$ cat src/hw/rtl/first_fit_block_allocator_core_macros.svh
// Assertion helpers for the allocator core.
`ifndef FIRST_FIT_BLOCK_ALLOCATOR_CORE_MACROS_SVH
`define FIRST_FIT_BLOCK_ALLOCATOR_CORE_MACROS_SVH

// Check a property on every rising clock edge outside of reset.
`define FBAL_ASSERT(lbl, prop, msg) \
  lbl: assert property (@(posedge clk_i) disable iff (!rst_ni) prop) else $error(msg);

// Check an implication that must hold in the cycle after its trigger.
`define FBAL_ASSERT_NEXT(lbl, trig, cons, msg) \
  lbl: assert property (@(posedge clk_i) disable iff (!rst_ni) (trig) |=> (cons)) \
    else $error(msg);

`endif

$ cat src/hw/rtl/fbal_pkg.sv
`timescale 1ns / 1ps
package fbal_pkg;

  localparam int unsigned OFF_W = 16;
  localparam int unsigned ALU_W = 18;

  typedef enum logic {
    OP_ALLOC = 1'b0,
    OP_FREE  = 1'b1
  } op_e;

  typedef enum logic [1:0] {
    ST_OK      = 2'd0,
    ST_NOFIT   = 2'd1,
    ST_UNKNOWN = 2'd2,
    ST_DOUBLE  = 2'd3
  } status_e;

  typedef struct packed {
    logic [OFF_W-1:0] off;
    logic [OFF_W-1:0] size;
    logic             free;
  } entry_t;

  typedef struct packed {
    logic [ALU_W-1:0] a;
    logic [ALU_W-1:0] b;
    logic             sub;
  } alu_op_t;

endpackage

$ cat src/hw/rtl/fbal_alu.sv
`timescale 1ns / 1ps
module fbal_alu
  import fbal_pkg::*;
(
  input  alu_op_t          op_i,
  output logic [ALU_W-1:0] res_o,
  output logic             carry_o
);

  logic [ALU_W:0] sum;

  // Subtract as a plus inverted b plus one; carry out means a >= b.
  assign sum     = {1'b0, op_i.a} + {1'b0, (op_i.sub ? ~op_i.b : op_i.b)}
                 + {{ALU_W{1'b0}}, op_i.sub};
  assign res_o   = sum[ALU_W-1:0];
  assign carry_o = sum[ALU_W];

endmodule

$ cat config.mk
export PLATFORM = sky130hd
export DESIGN_NAME = fbal_alu
export DESIGN_NICKNAME = d
export VERILOG_FILES = /design/src/hw/rtl/first_fit_block_allocator_core_macros.svh /design/src/hw/rtl/fbal_pkg.sv /design/src/hw/rtl/fbal_alu.sv
export SDC_FILE = /design/constraint.sdc
export NUM_CORES = 1
export LEC_CHECK = 0
export ABC_AREA = 1
export ABC_CLOCK_PERIOD_IN_PS = 2200
export BUFFER_PORTS_ARGS = -buffer_cell sky130_fd_sc_hd__buf_4
export CAP_MARGIN = 30
export CORE_MARGIN = 2
export CORE_UTILIZATION = 50
export DETAILED_ROUTE_END_ITERATION = 10
export PLACE_DENSITY_LB_ADDON = 0.2
export SLEW_MARGIN = 20
export SYNTH_ARGS = -nofsm -noshare
export SYNTH_HDL_FRONTEND = slang
export SYNTH_SLANG_ARGS = --single-unit
export TNS_END_PERCENT = 5
$ cat constraint.sdc
create_clock -name vclk -period 2.2
set_input_delay 0.22 -clock vclk [all_inputs]
set_output_delay 0.22 -clock vclk [all_outputs]
set_load 0.02 [all_outputs]
==> impl_metrics.py, run 1 <==
metrics = {
    "synth": {
        "synth_fp_nets": 262,
        "ys_seq_area_frac": 0,
        "synth.cell_area_sq_um": 1195,
        "synthesis.yosys.warnings": 0,
        "synth.avg_cell_area_sq_um": 5.772,
        "netlist-cell-type-count": 22,
        "synth_cells": 207,
    },
    "worst_setup_path": {
        "timing.critical_path.from_type": "input port",
        "worst_ep_required_time_ns": 1.98,
        "critical_path_peak_fanout": 18,
        "critical_path_class": "in -> out",
        "crit_arrival_ns": 1.81,
        "timing.critical_path.to_type": "primary output",
    },
    "routing": {
        "route.detailed.drc": 0,
        "maxUsedRoutingLayer": "met3",
        "drt_first_iter_violations": 29,
        "met1_wirelength_um": 1336,
        "num_vias": 1395,
        "routed_via_density": 4.827,
        "postRouteAntennaNets": 0,
        "drt-wirelength-per-cell_um": 9.976,
        "total_wirelength_of_the_detailed_routed_design_um": 2883,
        "wl_met2_um": 1379,
        "routed-wl-met3_um": 168,
        "drt_first_pass_iters": 4,
    },
    "floorplan": {
        "top_level_ports": 56,
        "placement_rows": 17,
        "core_area_sq_um": 2233,
        "die_area_sq_um": 2797,
        "floorplan.die.height_um": 52.89,
        "die_w_um": 52.89,
        "initial_utilization": 0.5350,
    },
    "timing": {
        "final.period_utilization": 0.9248,
        "tightest_slew_ns": 0.2502,
        "time_the_final_worst_path_needs_with_i_o_delays_and_setup_ns": 2.035,
        "final_max_slew_viol_count": 0,
        "grt_setup_unrepaired": "no",
        "maxSlewHeadroom": 0.8314,
        "setup_violations": 0,
        "fmax_mhz": 491.5,
        "setup_tns_ns": 0,
        "final_hold_vios": 0,
    },
    "hold_path": {
        "start_point_of_the_worst_hold_path": "op_i[19]",
        "hold_path_depth": 3,
        "timing.hold.worst.class": "in -> out",
        "holdPathEnd": "res_o[0]",
    },
    "global_routing": {
        "globalRouteTotalUtil": 0.2149,
        "grt_start_max_net_pins": 19,
        "antenna_found_initial": 0,
        "vias_in_the_first_global_route": 1206,
        "first_pass_grt_wire_length_um": 4740,
        "grt_overflow_total": 0,
    },
    "finish": {
        "area.sequential_sq_um": 0,
        "clock_buffer_count": 0,
        "design.seq.count": 0,
        "areaGrowthSynthToFinish_pct": 37.38,
        "final_net_count": 318,
        "final_layout_size_suffix_gt1_frac": 0.2644,
        "non_filler_cells_in_the_finished_layout": 289,
        "n_antenna_cell": 0,
    },
    "pwr": {
        "power.static_leakage_nw": 0.9774,
        "power.density_cell_area_nw_per_um2": 471.6,
        "irDropWorstVdd_uv": 377.9,
    },
    "placed_design": {
        "placedCellCount": 289,
        "io_buffer_count": 56,
        "routabilityCongestion": 0.8936,
        "detailedPlacementHpwl_um": 2573,
    },
    "flow_run": {
        "max_cap_violations": 0,
    },
    "outcome": {
        "status": "finished clean",
    },
    "clock_network": {
        "postCtsHoldBufs": 0,
    },
}
==> critical path: stages <==
cell and delay, ns:
buf_8 0.15, xor2_1 0.17, ha_1 0.37, nand2_2 0.10
nor2_1 0.18, nand3_1 0.12, nand3_2 0.11, nand2_1 0.09
nand2_1 0.06, nand2_1 0.04, nand2_1 0.05, buf_4 0.13
==> what timing repair did <==
action	4_1_cts	5_1_grt
endpoints found under the setup margin	0	11
gates resized for setup	0	3
setup buffers	0	0
==> worst max-delay path by stage <==
stage	start	to	slack (ns)	cells past startpoint
finish	op_i[0]	res_o[17]	0.17	12
global route	op_i[0]	carry_o	0.003	12
CTS	op_i[0]	res_o[10]	0.04	12
detailed placement	op_i[0]	carry_o	0.04	12
global placement	op_i[0]	carry_o	0.09	12
floorplan	op_i[0]	res_o[9]	0.18	9
==> cell usage in the layout, fill, tap and decap left out <==
cell     count
nor4_1       1
a21oi_2      1
buf_8        1
inv_1       27
nand2_4      2
a21oi_1     17
xor2_1      25
buf_4       55
nor3_2       1
a21o_1       1
nor2_1      15
nand3_2      1
fa_1         1
xnor2_1      1
nand2_2      8
and2_1       2
o21ai_0      5
nand3_1     13
ha_1        17
nor3_1       2
nand2_1     64
o31ai_1      1
==> metrics by stage <==
stage / hold WS [ns] / setup WS [ns] / util / area [sq um] / total power [mW]
after floorplan: 0.5643 / 0.1845 / - / 1195 / 0.5075
after global placement: 0.7300 / 0.08883 / 0.7305 / 1632 / 0.7640
after detailed placement: 0.7358 / 0.04298 / 0.7305 / 1632 / 0.7726
after CTS: 0.7369 / 0.04050 / 0.7305 / 1632 / 0.7754
after global routing: 0.7554 / 0.002882 / 0.7350 / 1642 / 0.8612
final: 0.7329 / 0.1655 / 0.7350 / 1642 / 0.7742
==> cell families after synthesis <==
kind of cell,synth area share
adders and majority gates,0.1948
xor gates and xnor gates,0.1906
buffers and inverters,0.1005
and+or+nand+nor,0.4021
AOI/OAI and AO/OA,0.1120
==> routing by layer <==
metal	track usage	vias to the layer above
li1	-	770
met4	0.01709	0
met5	0	-
met3	0.01695	0
met2	0.3792	32
met1	0.2934	593
==> final cells by class <==
class                      instances  area (sq um)
fill                             202         591.8
inverter                          27         101.3
multi-input combinational        178          1077
tap                               28         35.03
timing repair buffer              56         427.9
==> synth_stat cells (all sizes together) <==
| master | instances | area, sq um |
|---|---|---|
| nand2 | 74 | 310.3 |
| and2 | 2 | 12.51 |
| o21ai | 5 | 25.02 |
| buf | 2 | 18.77 |
| nor4 | 1 | 6.260 |
| fa | 1 | 20.02 |
| nand3 | 14 | 75.07 |
| nor2 | 15 | 56.30 |
| inv | 27 | 101.4 |
| a21o | 1 | 7.510 |
| nor3 | 3 | 20.02 |
| a21oi | 18 | 93.84 |
| o31ai | 1 | 7.510 |
| xor2 | 25 | 219.0 |
| xnor2 | 1 | 8.760 |
| ha | 17 | 212.7 |
==> power by group <==
part           internal, mW  switching, mW  leakage [nW]  total, mW
Combinational         0.327          0.447         0.977      0.774
Sequential                0              0             0          0
Clock                     0              0             0          0
(Power assumes the default switching activity.)
==> run 2, diff against run 1 <==
- CELL_PAD_IN_SITES_DETAIL_PLACEMENT: not set -> 2
- CELL_PAD_IN_SITES_GLOBAL_PLACEMENT: not set -> 2
- CORE_UTILIZATION: 50 -> 24
==> run 2 against run 1 <==
  * Die area is 99% higher
  * First-iteration DRC count decreased by 10%
  * Non-clock buffer count rose by 5
  * Utilization fell by 37 points
  * Fmax is 2.7% lower
  * Combinational power is 8.4% higher
  * Sequential share of layout area unchanged
  * Global-route usage shrank 5.6 points
  * Via count up 7.7%
  * Clock-buffer cell count is the same
  * Cell area up 6.5%
  * Flip-flop and latch count is the same
  * Critical path type unchanged
  * Critical endpoint is now res_o[16]
==> impl_metrics.py, run 2 (synthesized netlist as in run 1, its figures left out) <==
metrics = {
    "outcome": {
        "status": "finished clean",
    },
    "worst_setup_path": {
        "worst_ep_required_time_ns": 1.98,
        "critical_path_peak_fanout": 18,
        "timing.critical_path.from_type": "input port",
        "critical_path_class": "in -> out",
        "crit_arrival_ns": 1.87,
        "timing.critical_path.from": "op_i[0]",
        "timing.critical_path.to_type": "primary output",
    },
    "finish": {
        "final_net_count": 323,
        "layout.cells.most_common": "nand2_1",
        "areaGrowthSynthToFinish_pct": 46.28,
        "clock_buffer_count": 0,
        "design.seq.count": 0,
        "final_area_sq_um": 1748,
        "non_filler_cells_in_the_finished_layout": 333,
        "layout_common_cells": "65 x nand2_1, 60 x buf_4, 27 x inv_1",
        "final_layout_size_suffix_gt1_frac": 0.2932,
        "n_antenna_cell": 0,
        "area.sequential_sq_um": 0,
    },
    "global_routing": {
        "grt_start_max_net_pins": 19,
        "vias_in_the_first_global_route": 1572,
        "globalRouteTotalUtil": 0.1591,
        "grt_overflow_total": 0,
        "antenna_found_initial": 0,
        "first_pass_grt_wire_length_um": 7072,
    },
    "placed_design": {
        "pre_cts_slack_ns": -0.07124,
        "detailedPlacementHpwl_um": 3946,
        "dpl_cell_area_sq_um": 1718,
        "io_buffer_count": 56,
        "placedCellCount": 333,
        "routabilityCongestion": 0.7421,
    },
    "timing": {
        "tightest_slew_ns": 0.2857,
        "final_hold_vios": 0,
        "grt_setup_unrepaired": "no",
        "time_the_final_worst_path_needs_with_i_o_delays_and_setup_ns": 2.090,
        "setup_violations": 0,
        "hold_slack_ns": 0.7427,
        "fmax_mhz": 478.5,
        "maxSlewHeadroom": 0.8078,
        "final_max_slew_viol_count": 0,
        "layout_setup_ws_ns": 0.1100,
        "final.period_utilization": 0.9500,
    },
    "floorplan": {
        "top_level_ports": 56,
        "core_area_sq_um": 4755,
        "floorplan.die.height_um": 74.56,
        "initial_utilization": 0.2513,
        "placement_rows": 25,
        "die_w_um": 74.56,
        "die_area_sq_um": 5559,
    },
    "pwr": {
        "power.static_leakage_nw": 0.9986,
        "power.density_cell_area_nw_per_um2": 479.7,
        "totalPowerFinal_mw": 0.8385,
        "irDropWorstVdd_uv": 160.8,
    },
    "clock_network": {
        "cts_setup_buffers": 0,
        "postCtsHoldBufs": 0,
    },
    "routing": {
        "postRouteAntennaNets": 0,
        "drt_first_pass_iters": 4,
        "drt_first_iter_violations": 26,
        "num_vias": 1503,
        "total_wirelength_of_the_detailed_routed_design_um": 4405,
        "drt-wirelength-per-cell_um": 13.23,
        "route.detailed.drc": 0,
        "routed_via_density": 4.514,
    },
    "hold_path": {
        "timing.hold.worst.class": "in -> out",
        "start_point_of_the_worst_hold_path": "op_i[19]",
    },
    "flow_run": {
        "max_cap_violations": 0,
    },
}
run 2: metal layers:
layer | share of wire | routed length [um] | vias up | track usage
met4 | 0 | 0 | 0 | 0.003968
met3 | 0.024 | 105 | 0 | 0
met2 | 0.51 | 2235 | 24 | 0.2989
met1 | 0.47 | 2064 | 704 | 0.2160
met5 | 0 | 0 | - | 0
li1 | - | - | 775 | -
run 2: power by group:
group          switching (mW)  internal (mW)
combinational           0.488          0.350
sequential                  0              0
clock                       0              0
total                   0.488          0.350
run 2: per-stage QoR:
step	util	TNS (ns)
finish	0.3676	0
global route	0.3676	0
CTS	0.3621	0
detailed placement	0.3613	-0.2638
global placement	0.3613	0
floorplan	-	0
run 2: final cells by class:
type                       instances  area [sq um]
fill                             648          3007
tap                               67         83.83
inverter                          27         101.3
timing repair buffer              61         470.5
multi-input combinational        178          1092
run 2: path summary, 6_finish.rpt:
path,to,slack [ns],depth (start not counted)
worst max-delay path,res_o[16],0.11,10
worst min-delay path,res_o[0],0.74,3
run 2: timing repair:
item | 4_1_cts | 5_1_grt
pin swaps | 0 | 1
resized for setup | 1 | 8
endpoints found under the hold margin | 0 | 0
cloned | 0 | 0
endpoints found under the setup margin | 5 | 10
run 2: worst max-delay path: stages:
cell	delay, ns
buf_12	0.14
xor2_1	0.18
ha_1	0.36
a21oi_1	0.24
o21ai_1	0.13
a21oi_1	0.22
nand2_1	0.09
nand2_1	0.08
nand2_1	0.05
buf_4	0.15
